[src/rtl/rc4_pkg.sv]
// Shared types and constants for the RC4 stream cipher block.
// Used by the controller, the datapath and the top level; depends on nothing.
package rc4_pkg;

    localparam int MAX_KEY_BYTES = 256;
    localparam int PERM_DEPTH    = 256;
    localparam int BYTE_W        = 8;

    localparam logic [BYTE_W-1:0] BYTE_MAX = 8'hFF;

    localparam logic KIND_KEY  = 1'b0;
    localparam logic KIND_DATA = 1'b1;

    // Datapath operations, one per controller step.
    typedef enum logic [3:0] {
        OP_NONE,
        OP_LOAD,
        OP_SINIT,
        OP_K0,
        OP_K1,
        OP_K2,
        OP_K3,
        OP_D0,
        OP_D1,
        OP_D2,
        OP_D3,
        OP_OUT
    } op_t;

    typedef struct packed {
        op_t op;
    } cmd_t;

    typedef struct packed {
        logic n_last;
        logic out_free;
    } sts_t;

endpackage

[src/rtl/rc4_in_if.sv]
// Input channel of the RC4 block: valid/ready handshake with a key or data item.
// Depends on nothing.
interface rc4_in_if;
    logic       valid;
    logic       ready;
    logic       kind;
    logic [7:0] value;
    logic       last;

    modport source (output valid, output kind, output value, output last, input ready);
    modport sink   (input valid, input kind, input value, input last, output ready);
endinterface

[src/rtl/rc4_out_if.sv]
// Output channel of the RC4 block: valid/ready handshake with a result item.
// Depends on nothing.
interface rc4_out_if;
    logic       valid;
    logic       ready;
    logic [7:0] data_out;
    logic       last_out;

    modport source (output valid, output data_out, output last_out, input ready);
    modport sink   (input valid, input data_out, input last_out, output ready);
endinterface

[src/rtl/rc4_ram.sv]
// Generic single-write, single-read RAM with registered read data.
// A read of the address written in the same cycle returns the old contents.
module rc4_ram #(
    parameter int WIDTH = 8,
    parameter int DEPTH = 256,
    localparam int AW   = (DEPTH > 1) ? $clog2(DEPTH) : 1
) (
    input  logic             clk,
    input  logic             we,
    input  logic [AW-1:0]    waddr,
    input  logic [WIDTH-1:0] wdata,
    input  logic [AW-1:0]    raddr,
    output logic [WIDTH-1:0] rdata
);

    logic [WIDTH-1:0] mem [DEPTH];
    logic [WIDTH-1:0] rdata_reg;

    always_ff @(posedge clk)
    begin
        if (we)
        begin
            mem[waddr] <= wdata;
        end
        rdata_reg <= mem[raddr];
    end

    assign rdata = rdata_reg;

endmodule

[src/rtl/rc4_ctrl.sv]
// Controller of the RC4 block: sequences item intake, the key schedule and the
// keystream step. Depends on rc4_pkg.
module rc4_ctrl (
    input  logic          clk,
    input  logic          rst_n,
    input  logic          in_valid,
    input  logic          in_kind,
    input  logic          in_last,
    output logic          in_ready,
    output rc4_pkg::cmd_t cmd,
    input  rc4_pkg::sts_t sts
);

    typedef enum logic [3:0] {
        S_IDLE,
        S_SINIT,
        S_K0,
        S_K1,
        S_K2,
        S_K3,
        S_D0,
        S_D1,
        S_D2,
        S_D3,
        S_OUT
    } state_t;

    state_t state_reg;
    state_t state_next;

    always_comb
    begin
        state_next = state_reg;
        cmd.op     = rc4_pkg::OP_NONE;
        unique case (state_reg)
            S_IDLE:
            begin
                if (in_valid)
                begin
                    cmd.op = rc4_pkg::OP_LOAD;
                    if (in_kind == rc4_pkg::KIND_DATA)
                    begin
                        state_next = S_D0;
                    end
                    else if (in_last)
                    begin
                        state_next = S_SINIT;
                    end
                end
            end
            S_SINIT:
            begin
                cmd.op     = rc4_pkg::OP_SINIT;
                state_next = S_K0;
            end
            S_K0:
            begin
                cmd.op     = rc4_pkg::OP_K0;
                state_next = S_K1;
            end
            S_K1:
            begin
                cmd.op     = rc4_pkg::OP_K1;
                state_next = S_K2;
            end
            S_K2:
            begin
                cmd.op     = rc4_pkg::OP_K2;
                state_next = S_K3;
            end
            S_K3:
            begin
                cmd.op     = rc4_pkg::OP_K3;
                state_next = sts.n_last ? S_IDLE : S_K0;
            end
            S_D0:
            begin
                cmd.op     = rc4_pkg::OP_D0;
                state_next = S_D1;
            end
            S_D1:
            begin
                cmd.op     = rc4_pkg::OP_D1;
                state_next = S_D2;
            end
            S_D2:
            begin
                cmd.op     = rc4_pkg::OP_D2;
                state_next = S_D3;
            end
            S_D3:
            begin
                cmd.op     = rc4_pkg::OP_D3;
                state_next = S_OUT;
            end
            S_OUT:
            begin
                if (sts.out_free)
                begin
                    cmd.op     = rc4_pkg::OP_OUT;
                    state_next = S_IDLE;
                end
            end
            default:
            begin
                state_next = S_IDLE;
            end
        endcase
    end

    always_ff @(posedge clk or negedge rst_n)
    begin
        if (!rst_n)
        begin
            state_reg <= S_IDLE;
        end
        else
        begin
            state_reg <= state_next;
        end
    end

    assign in_ready = (state_reg == S_IDLE);

endmodule

[src/rtl/rc4_datapath.sv]
// Datapath of the RC4 block: permutation and key memories, indices, key count
// and the result register. Depends on rc4_pkg and rc4_ram.
module rc4_datapath #(
    parameter int MAX_KEY_BYTES = rc4_pkg::MAX_KEY_BYTES
) (
    input  logic          clk,
    input  logic          rst_n,
    input  rc4_pkg::cmd_t cmd,
    output rc4_pkg::sts_t sts,
    input  logic          in_kind,
    input  logic [7:0]    in_value,
    input  logic          in_last,
    output logic          out_valid,
    input  logic          out_ready,
    output logic [7:0]    out_data,
    output logic          out_last
);

    localparam int CW = $clog2(MAX_KEY_BYTES + 1);
    localparam int KW = (MAX_KEY_BYTES > 1) ? $clog2(MAX_KEY_BYTES) : 1;

    // Control state.
    logic [rc4_pkg::PERM_DEPTH-1:0] pvalid_reg;
    logic [7:0]    i_reg;
    logic [7:0]    j_reg;
    logic [7:0]    jacc_reg;
    logic [7:0]    n_reg;
    logic [CW-1:0] cnt_reg;
    logic [KW-1:0] k_reg;
    logic          out_valid_reg;

    // Payload.
    logic [7:0] value_reg;
    logic       last_reg;
    logic [7:0] sx_reg;
    logic [7:0] sy_reg;
    logic [7:0] a_reg;
    logic [7:0] res_reg;
    logic       rvalid_reg;
    logic [7:0] raddr_reg;
    logic [7:0] out_data_reg;
    logic       out_last_reg;

    logic          p_we;
    logic [7:0]    p_waddr;
    logic [7:0]    p_wdata;
    logic [7:0]    p_raddr;
    logic [7:0]    p_rdata;
    logic [7:0]    p_val;
    logic          k_we;
    logic [7:0]    k_rdata;
    logic [7:0]    ks;
    logic          key_room;
    logic [CW-1:0] key_len;
    logic [CW:0]   k_inc;

    rc4_ram #(
        .WIDTH (8),
        .DEPTH (rc4_pkg::PERM_DEPTH)
    ) u_perm_ram (
        .clk   (clk),
        .we    (p_we),
        .waddr (p_waddr),
        .wdata (p_wdata),
        .raddr (p_raddr),
        .rdata (p_rdata)
    );

    rc4_ram #(
        .WIDTH (8),
        .DEPTH (MAX_KEY_BYTES)
    ) u_key_ram (
        .clk   (clk),
        .we    (k_we),
        .waddr (cnt_reg[KW-1:0]),
        .wdata (in_value),
        .raddr (k_reg),
        .rdata (k_rdata)
    );

    // An entry not written since reset or since the schedule began holds its own index.
    assign p_val = rvalid_reg ? p_rdata : raddr_reg;

    assign key_room = (cnt_reg < CW'(MAX_KEY_BYTES));
    assign key_len  = (cnt_reg == '0) ? CW'(1) : cnt_reg;
    assign k_inc    = (CW + 1)'(k_reg) + (CW + 1)'(1);
    assign k_we     = (cmd.op == rc4_pkg::OP_LOAD) && (in_kind == rc4_pkg::KIND_KEY) && key_room;

    always_comb
    begin
        p_raddr = n_reg;
        p_we    = 1'b0;
        p_waddr = n_reg;
        p_wdata = p_val;
        case (cmd.op)
            rc4_pkg::OP_D0: p_raddr = i_reg + 8'd1;
            rc4_pkg::OP_D1: p_raddr = j_reg + p_val;
            rc4_pkg::OP_D2:
            begin
                p_raddr = sx_reg + p_val;
                p_we    = 1'b1;
                p_waddr = i_reg;
                p_wdata = p_val;
            end
            rc4_pkg::OP_D3:
            begin
                p_we    = 1'b1;
                p_waddr = j_reg;
                p_wdata = sx_reg;
            end
            rc4_pkg::OP_K1: p_raddr = jacc_reg + k_rdata + p_val;
            rc4_pkg::OP_K2:
            begin
                p_we    = 1'b1;
                p_waddr = n_reg;
                p_wdata = p_val;
            end
            rc4_pkg::OP_K3:
            begin
                p_we    = 1'b1;
                p_waddr = jacc_reg;
                p_wdata = a_reg;
            end
            default:
            begin
                p_raddr = n_reg;
            end
        endcase
    end

    // The keystream entry was read before the swap completed; the swapped
    // entries are forwarded, with the j side taking precedence.
    always_comb
    begin
        if (raddr_reg == j_reg)
        begin
            ks = sx_reg;
        end
        else if (raddr_reg == i_reg)
        begin
            ks = sy_reg;
        end
        else
        begin
            ks = p_val;
        end
    end

    always_ff @(posedge clk or negedge rst_n)
    begin
        if (!rst_n)
        begin
            pvalid_reg    <= '0;
            i_reg         <= '0;
            j_reg         <= '0;
            jacc_reg      <= '0;
            n_reg         <= '0;
            cnt_reg       <= '0;
            k_reg         <= '0;
            out_valid_reg <= 1'b0;
        end
        else
        begin
            if (cmd.op == rc4_pkg::OP_SINIT)
            begin
                pvalid_reg <= '0;
            end
            else if (p_we)
            begin
                pvalid_reg[p_waddr] <= 1'b1;
            end

            if (cmd.op == rc4_pkg::OP_OUT)
            begin
                out_valid_reg <= 1'b1;
            end
            else if (out_ready)
            begin
                out_valid_reg <= 1'b0;
            end

            case (cmd.op)
                rc4_pkg::OP_LOAD:
                begin
                    if (k_we)
                    begin
                        cnt_reg <= cnt_reg + CW'(1);
                    end
                end
                rc4_pkg::OP_SINIT:
                begin
                    i_reg    <= '0;
                    j_reg    <= '0;
                    jacc_reg <= '0;
                    n_reg    <= '0;
                    k_reg    <= '0;
                end
                rc4_pkg::OP_K1: jacc_reg <= p_raddr;
                rc4_pkg::OP_K3:
                begin
                    n_reg <= n_reg + 8'd1;
                    if (k_inc >= (CW + 1)'(key_len))
                    begin
                        k_reg <= '0;
                    end
                    else
                    begin
                        k_reg <= k_inc[KW-1:0];
                    end
                    if (n_reg == rc4_pkg::BYTE_MAX)
                    begin
                        cnt_reg <= '0;
                    end
                end
                rc4_pkg::OP_D1:
                begin
                    i_reg <= i_reg + 8'd1;
                    j_reg <= p_raddr;
                end
                default:
                begin
                end
            endcase
        end
    end

    always_ff @(posedge clk)
    begin
        rvalid_reg <= pvalid_reg[p_raddr];
        raddr_reg  <= p_raddr;
        case (cmd.op)
            rc4_pkg::OP_LOAD:
            begin
                value_reg <= in_value;
                last_reg  <= in_last;
            end
            rc4_pkg::OP_K1: a_reg   <= p_val;
            rc4_pkg::OP_D1: sx_reg  <= p_val;
            rc4_pkg::OP_D2: sy_reg  <= p_val;
            rc4_pkg::OP_D3: res_reg <= value_reg ^ ks;
            rc4_pkg::OP_OUT:
            begin
                out_data_reg <= res_reg;
                out_last_reg <= last_reg;
            end
            default:
            begin
            end
        endcase
    end

    assign sts.n_last   = (n_reg == rc4_pkg::BYTE_MAX);
    assign sts.out_free = !out_valid_reg || out_ready;

    assign out_valid = out_valid_reg;
    assign out_data  = out_data_reg;
    assign out_last  = out_last_reg;

endmodule

[src/rtl/rc4_stream_cipher_top.sv]
// RC4 stream cipher top level. A key item is taken in S_IDLE; the item that ends the key
// adds the schedule: S_SINIT for setup, then 256 mixing steps, each through S_K0 to S_K3,
// as the permutation memory has a single read and a single write port. A data item
// passes through S_D0 to S_D3, then S_OUT waits until the output register is free; the
// next item is taken after S_OUT, while the result may still wait in the output register.
// After reset the permutation is identity with both indices zero, no clearing pass.
module rc4_stream_cipher_top #(
    parameter int MAX_KEY_BYTES = rc4_pkg::MAX_KEY_BYTES
) (
    input  logic       clk,
    input  logic       rst_n,
    rc4_in_if.sink     rx,
    rc4_out_if.source  tx
);

    rc4_pkg::cmd_t cmd;
    rc4_pkg::sts_t sts;

    rc4_ctrl u_ctrl (
        .clk      (clk),
        .rst_n    (rst_n),
        .in_valid (rx.valid),
        .in_kind  (rx.kind),
        .in_last  (rx.last),
        .in_ready (rx.ready),
        .cmd      (cmd),
        .sts      (sts)
    );

    rc4_datapath #(
        .MAX_KEY_BYTES (MAX_KEY_BYTES)
    ) u_datapath (
        .clk       (clk),
        .rst_n     (rst_n),
        .cmd       (cmd),
        .sts       (sts),
        .in_kind   (rx.kind),
        .in_value  (rx.value),
        .in_last   (rx.last),
        .out_valid (tx.valid),
        .out_ready (tx.ready),
        .out_data  (tx.data_out),
        .out_last  (tx.last_out)
    );

endmodule

[src/flat_wrapper.sv]
// flat-port wrapper written by rule: the top's interface ports become plain ports
module rc4_stream_cipher_top_flat 
#(
    parameter int MAX_KEY_BYTES = rc4_pkg::MAX_KEY_BYTES
)
  (clk, rst_n, rx_valid, rx_kind, rx_value, rx_last, rx_ready, tx_valid, tx_data_out, tx_last_out, tx_ready);
  rc4_in_if rx_i ();
  rc4_out_if tx_i ();
  input  logic clk;
  input  logic rst_n;
  input wire logic [$bits(rx_i.valid)-1:0] rx_valid;
  input wire logic [$bits(rx_i.kind)-1:0] rx_kind;
  input wire logic [$bits(rx_i.value)-1:0] rx_value;
  input wire logic [$bits(rx_i.last)-1:0] rx_last;
  output wire logic [$bits(rx_i.ready)-1:0] rx_ready;
  output wire logic [$bits(tx_i.valid)-1:0] tx_valid;
  output wire logic [$bits(tx_i.data_out)-1:0] tx_data_out;
  output wire logic [$bits(tx_i.last_out)-1:0] tx_last_out;
  input wire logic [$bits(tx_i.ready)-1:0] tx_ready;
  assign rx_i.valid = rx_valid;
  assign rx_i.kind = rx_kind;
  assign rx_i.value = rx_value;
  assign rx_i.last = rx_last;
  assign rx_ready = rx_i.ready;
  assign tx_valid = tx_i.valid;
  assign tx_data_out = tx_i.data_out;
  assign tx_last_out = tx_i.last_out;
  assign tx_i.ready = tx_ready;
  rc4_stream_cipher_top #(.MAX_KEY_BYTES(MAX_KEY_BYTES)) u_core (.clk(clk), .rst_n(rst_n), .rx(rx_i), .tx(tx_i));
endmodule
[config.mk]
export PLATFORM = sky130hd
export DESIGN_NAME = rc4_stream_cipher_top_flat
export DESIGN_NICKNAME = d
export VERILOG_FILES = /design/src/rtl/rc4_pkg.sv /design/src/rtl/rc4_in_if.sv /design/src/rtl/rc4_out_if.sv /design/src/rtl/rc4_ram.sv /design/src/rtl/rc4_ctrl.sv /design/src/rtl/rc4_datapath.sv /design/src/rtl/rc4_stream_cipher_top.sv /design/src/flat_wrapper.sv
export SDC_FILE = /design/constraint.sdc
export NUM_CORES = 2
export LEC_CHECK = 0
export BUFFER_PORTS_ARGS = -buffer_cell sky130_fd_sc_hd__buf_2
export CAP_MARGIN = 20
export CORE_MARGIN = 1.5
export CORE_UTILIZATION = 50
export DETAILED_ROUTE_END_ITERATION = 7
export PLACE_DENSITY = 0.65
export SLEW_MARGIN = 20
export SYNTH_ARGS = -nofsm -noshare
export SYNTH_HDL_FRONTEND = slang
export SYNTH_SLANG_ARGS = --single-unit
[constraint.sdc]
create_clock -name clk -period 18 [get_ports clk]
set_input_delay 2.7 -clock clk [delete_from_list [all_inputs] [get_ports clk]]
set_output_delay 2.7 -clock clk [all_outputs]
set_load 0.02 [all_outputs]
==> impl_metrics.csv <==
group,metric,value,unit
cts,clk_latency,0.99,ns
floorplanning,io_pins,25,
floorplanning,start_util,50.3,%
global_routing,grt_max_degree,197,
setup_path,worst_setup_path_end_kind,"flop",
final_layout,fin_nets,11110,
timing,period_needed,8.19,ns
global_routing,met1_usage,35.4,%
timing,slew_headroom,23.1,%
final_layout,final_common_cell,"edfxtp_1",
timing,tightest_slew,1.15,ns
placement,place.gp.congestion,0.876,
logic_synthesis,synth_nets,11198,
route,drcViolationCount,0,
global_routing,antenna_found_initial,19,
cts,clkTransAtPathRegs,0.06,ns
logic_synthesis,ys_seq_elements,4481,
timing,slew_viol_final,0,
logic_synthesis,synth_flop_cell,"edfxtp_1",
job,max_cap_violations,0,
cts,clock-root-buffer,"clkbuf_16",
route,antenna_left,0,
cts,cts-buffers-inserted,436,
logic_synthesis,yosysSeqAreaShare,74.7,%
route,viasPerCell,6.27,
floorplanning,die_x,599,um
setup_path,path_max_fanout,87,
global_routing,grt_use_total,25.5,%
timing,setup_tns,0,ns
cts,holdBufCountCts,0,
floorplanning,die_y,599,um
logic_synthesis,synth_cells,11146,
global_routing,globalRouteOverflowTotal,0,
floorplanning,die-area,359000,um^2
timing,fin_ws,9.81,ns
cts,postCtsResizedCells,0,
timing,skew,0.0392,ns
final_layout,final_cell_mix,"4146 x edfxtp_1, 1549 x nand2_1, 806 x mux2i_1",
route,wl_per_cell,28.8,um
global_routing,grt_pass1_wl,678,mm
floorplanning,core_area,353000,um^2
global_routing,grt_pass1_vias,98180,
power_and_ir_drop,p_per_area,173,nW/um^2
route,drt_iter0_markers,12100,
global_routing,use_met3,3.95,%
logic_synthesis,synth_edf_count,4146,
timing,rsz0062_at_grt,"false",
floorplanning,row_count,218,
run_status,status,"completed",
placement,portBuffers,24,
cts,clockBufferDepth,4,
power_and_ir_drop,vdd_drop_max,0.000227,V
global_routing,grt_use_met2,40.7,%
timing,hold_ws,0.421,ns
route,finalWirelength,466,mm
placement,dp_hpwl,272,mm
logic_synthesis,async_reset_ff_share,6.92,%
timing,final-hold-violation-count,0,
route,firstDrtPassIters,6,
placement,dp_slack,9.99,ns
power_and_ir_drop,power.leakage,63.0,nW
logic_synthesis,yosysWarnings,0,
setup_path,startpoint_type,"flop",
timing,setup_viol,0,
setup_path,arrival,8.98,ns
setup_path,critPathKind,"flop to flop",
cts,cts_max_level,5,
logic_synthesis,avgSynthCellArea,15.9,um^2
final_layout,post_route_cells_drive_above_1_share,11.5,%
cts,clkSinkCount,4481,
hold_path,holdCritPathClass,"flop to flop",
route,via_count,101473,
setup_path,crit_required,18.79,ns
logic_synthesis,syn-cell-area,178000,um^2
global_routing,grt.busiest_layer,"met2",
cts,tritoncts,"yes",
cts,postCtsSetupBuffers,0,
final_layout,syn_to_final_growth,10.9,%
timing,fmax,122,MHz
logic_synthesis,yosysUniqueCellTypes,84,
timing,fin_crit_sh,45.5,%
[layer usage]
layer  share of wire, %  routed length (um)
met1                 40              186000
met2                 47              220000
met3                8.4               39100
met4                4.4               20400
met5              0.027                 124
[stage by stage]
step	cells	util (%)	instance area, um^2	total power, mW
global route	16171	55.8	197000	35.1
detailed placement	15348	51.6	182000	24.8
global placement	15348	51.6	182000	24.6
floorplan	11146	-	178000	21.2
finish	16175	55.8	197000	34.1
CTS	16167	55.8	197000	34.0
[worst paths after layout]
path                                                            endpoint                                   start  cells past startpoint  slack [ns]
max in group asynchronous         u_core.u_datapath.k_reg[1]$_DFFE_PN0P_                                   rst_n                      3       14.11
hold reg to reg                  u_core.u_datapath.out_data[2]$_DFFE_PP_  u_core.u_datapath.res_reg[2]$_DFFE_PN_                      0        0.42
setup reg to reg           u_core.u_datapath.u_perm_ram.rdata[3]$_DFF_P_  u_core.u_ctrl.state_reg[2]$_DFFE_PN0P_                     17        9.81
setup / recovery           u_core.u_datapath.u_perm_ram.rdata[3]$_DFF_P_  u_core.u_ctrl.state_reg[2]$_DFFE_PN0P_                     17        9.81
min in group asynchronous   u_core.u_datapath.pvalid_reg[48]$_DFFE_PN0P_                                   rst_n                      1        1.72
hold / removal                   u_core.u_datapath.out_data[2]$_DFFE_PP_  u_core.u_datapath.res_reg[2]$_DFFE_PN_                      0        0.42
[cells in the mapped netlist (8+ instances only)]
master / n / area share [%]
a211oi_1: 14 / 0.059
a21o_1: 9 / 0.038
a21oi_1: 560 / 1.6
a221oi_1: 29 / 0.14
a22o_1: 24 / 0.12
a22oi_1: 109 / 0.46
a311oi_1: 29 / 0.14
a31oi_1: 49 / 0.17
a32oi_1: 241 / 1.2
and3_1: 38 / 0.13
and4_1: 8 / 0.039
buf_1: 96 / 0.20
buf_2: 183 / 0.52
buf_4: 67 / 0.28
buf_6: 12 / 0.076
clkbuf_1: 381 / 0.81
dfrtp_1: 310 / 4.4
dfxtp_1: 25 / 0.28
edfxtp_1: 4146 / 70
fa_1: 9 / 0.10
ha_1: 29 / 0.20
inv_1: 29 / 0.061
mux2_2: 25 / 0.16
mux2i_1: 806 / 4.5
mux4_2: 326 / 4.1
nand2_1: 1570 / 3.3
nand2b_1: 17 / 0.060
nand3_1: 89 / 0.25
nand4_1: 19 / 0.067
nor2_1: 610 / 1.3
nor3_1: 70 / 0.20
nor4_1: 37 / 0.13
o2111ai_1: 13 / 0.064
o211ai_1: 17 / 0.072
o21a_1: 259 / 1.1
o21ai_0: 199 / 0.56
o21ai_1: 12 / 0.034
o221ai_1: 239 / 1.2
o22a_1: 23 / 0.11
o22ai_1: 277 / 0.98
xnor2_1: 21 / 0.10
xor2_1: 29 / 0.14
[report_power, final]
group / internal (mW) / switching (mW)
Combinational: 3.38 / 8.55
Sequential: 12.7 / 0.153
Clock: 5.33 / 3.96
Total: 21.4 / 12.7
[cell type report]
class | instances | area, um^2
diodes | 6 | 15.0
clock buffers | 541 | 11600
clock inverters | 278 | 2940
fillers | 27077 | 156000
inverters | 34 | 153
multi-input cells | 5890 | 41600
flip-flops and latches | 4481 | 133000
well taps | 4730 | 5920
repair buffers | 215 | 1820
[kinds of logic (layout without fill, tap and decap cells)]
family / after synthesis / count (layout) / share of synthesized area (%)
XOR/XNOR: 50 / 50 / 0.247
flip-flops: 4481 / 4481 / 74.7
adder cells (fa/ha/maj): 38 / 38 / 0.306
AO/OA/AOI/OAI: 2146 / 2146 / 8.24
other: 0 / 6 / 0
buffers and inverters: 775 / 1068 / 1.96
AND/OR/NAND/NOR: 2498 / 2498 / 5.66
multiplexers: 1158 / 1158 / 8.84
[worst max-delay path, stage by stage (launching register included)]
cell and delay [ns]:
dfrtp_1 0.57, or4b_4 0.71, inv_2 0.47, nand2_1 0.14, nand2_1 0.10, ha_1 0.20, fa_1 0.49, a221oi_4 0.68
clkinv_8 0.54, nor2_4 0.92, buf_4 0.54, buf_4 0.48, a32oi_1 0.16, o21ai_0 0.23, o22ai_1 0.15, nor4_1 0.82
a22o_1 0.46, a221oi_1 0.15
No activity file was read; power rests on OpenSTA's default activity.
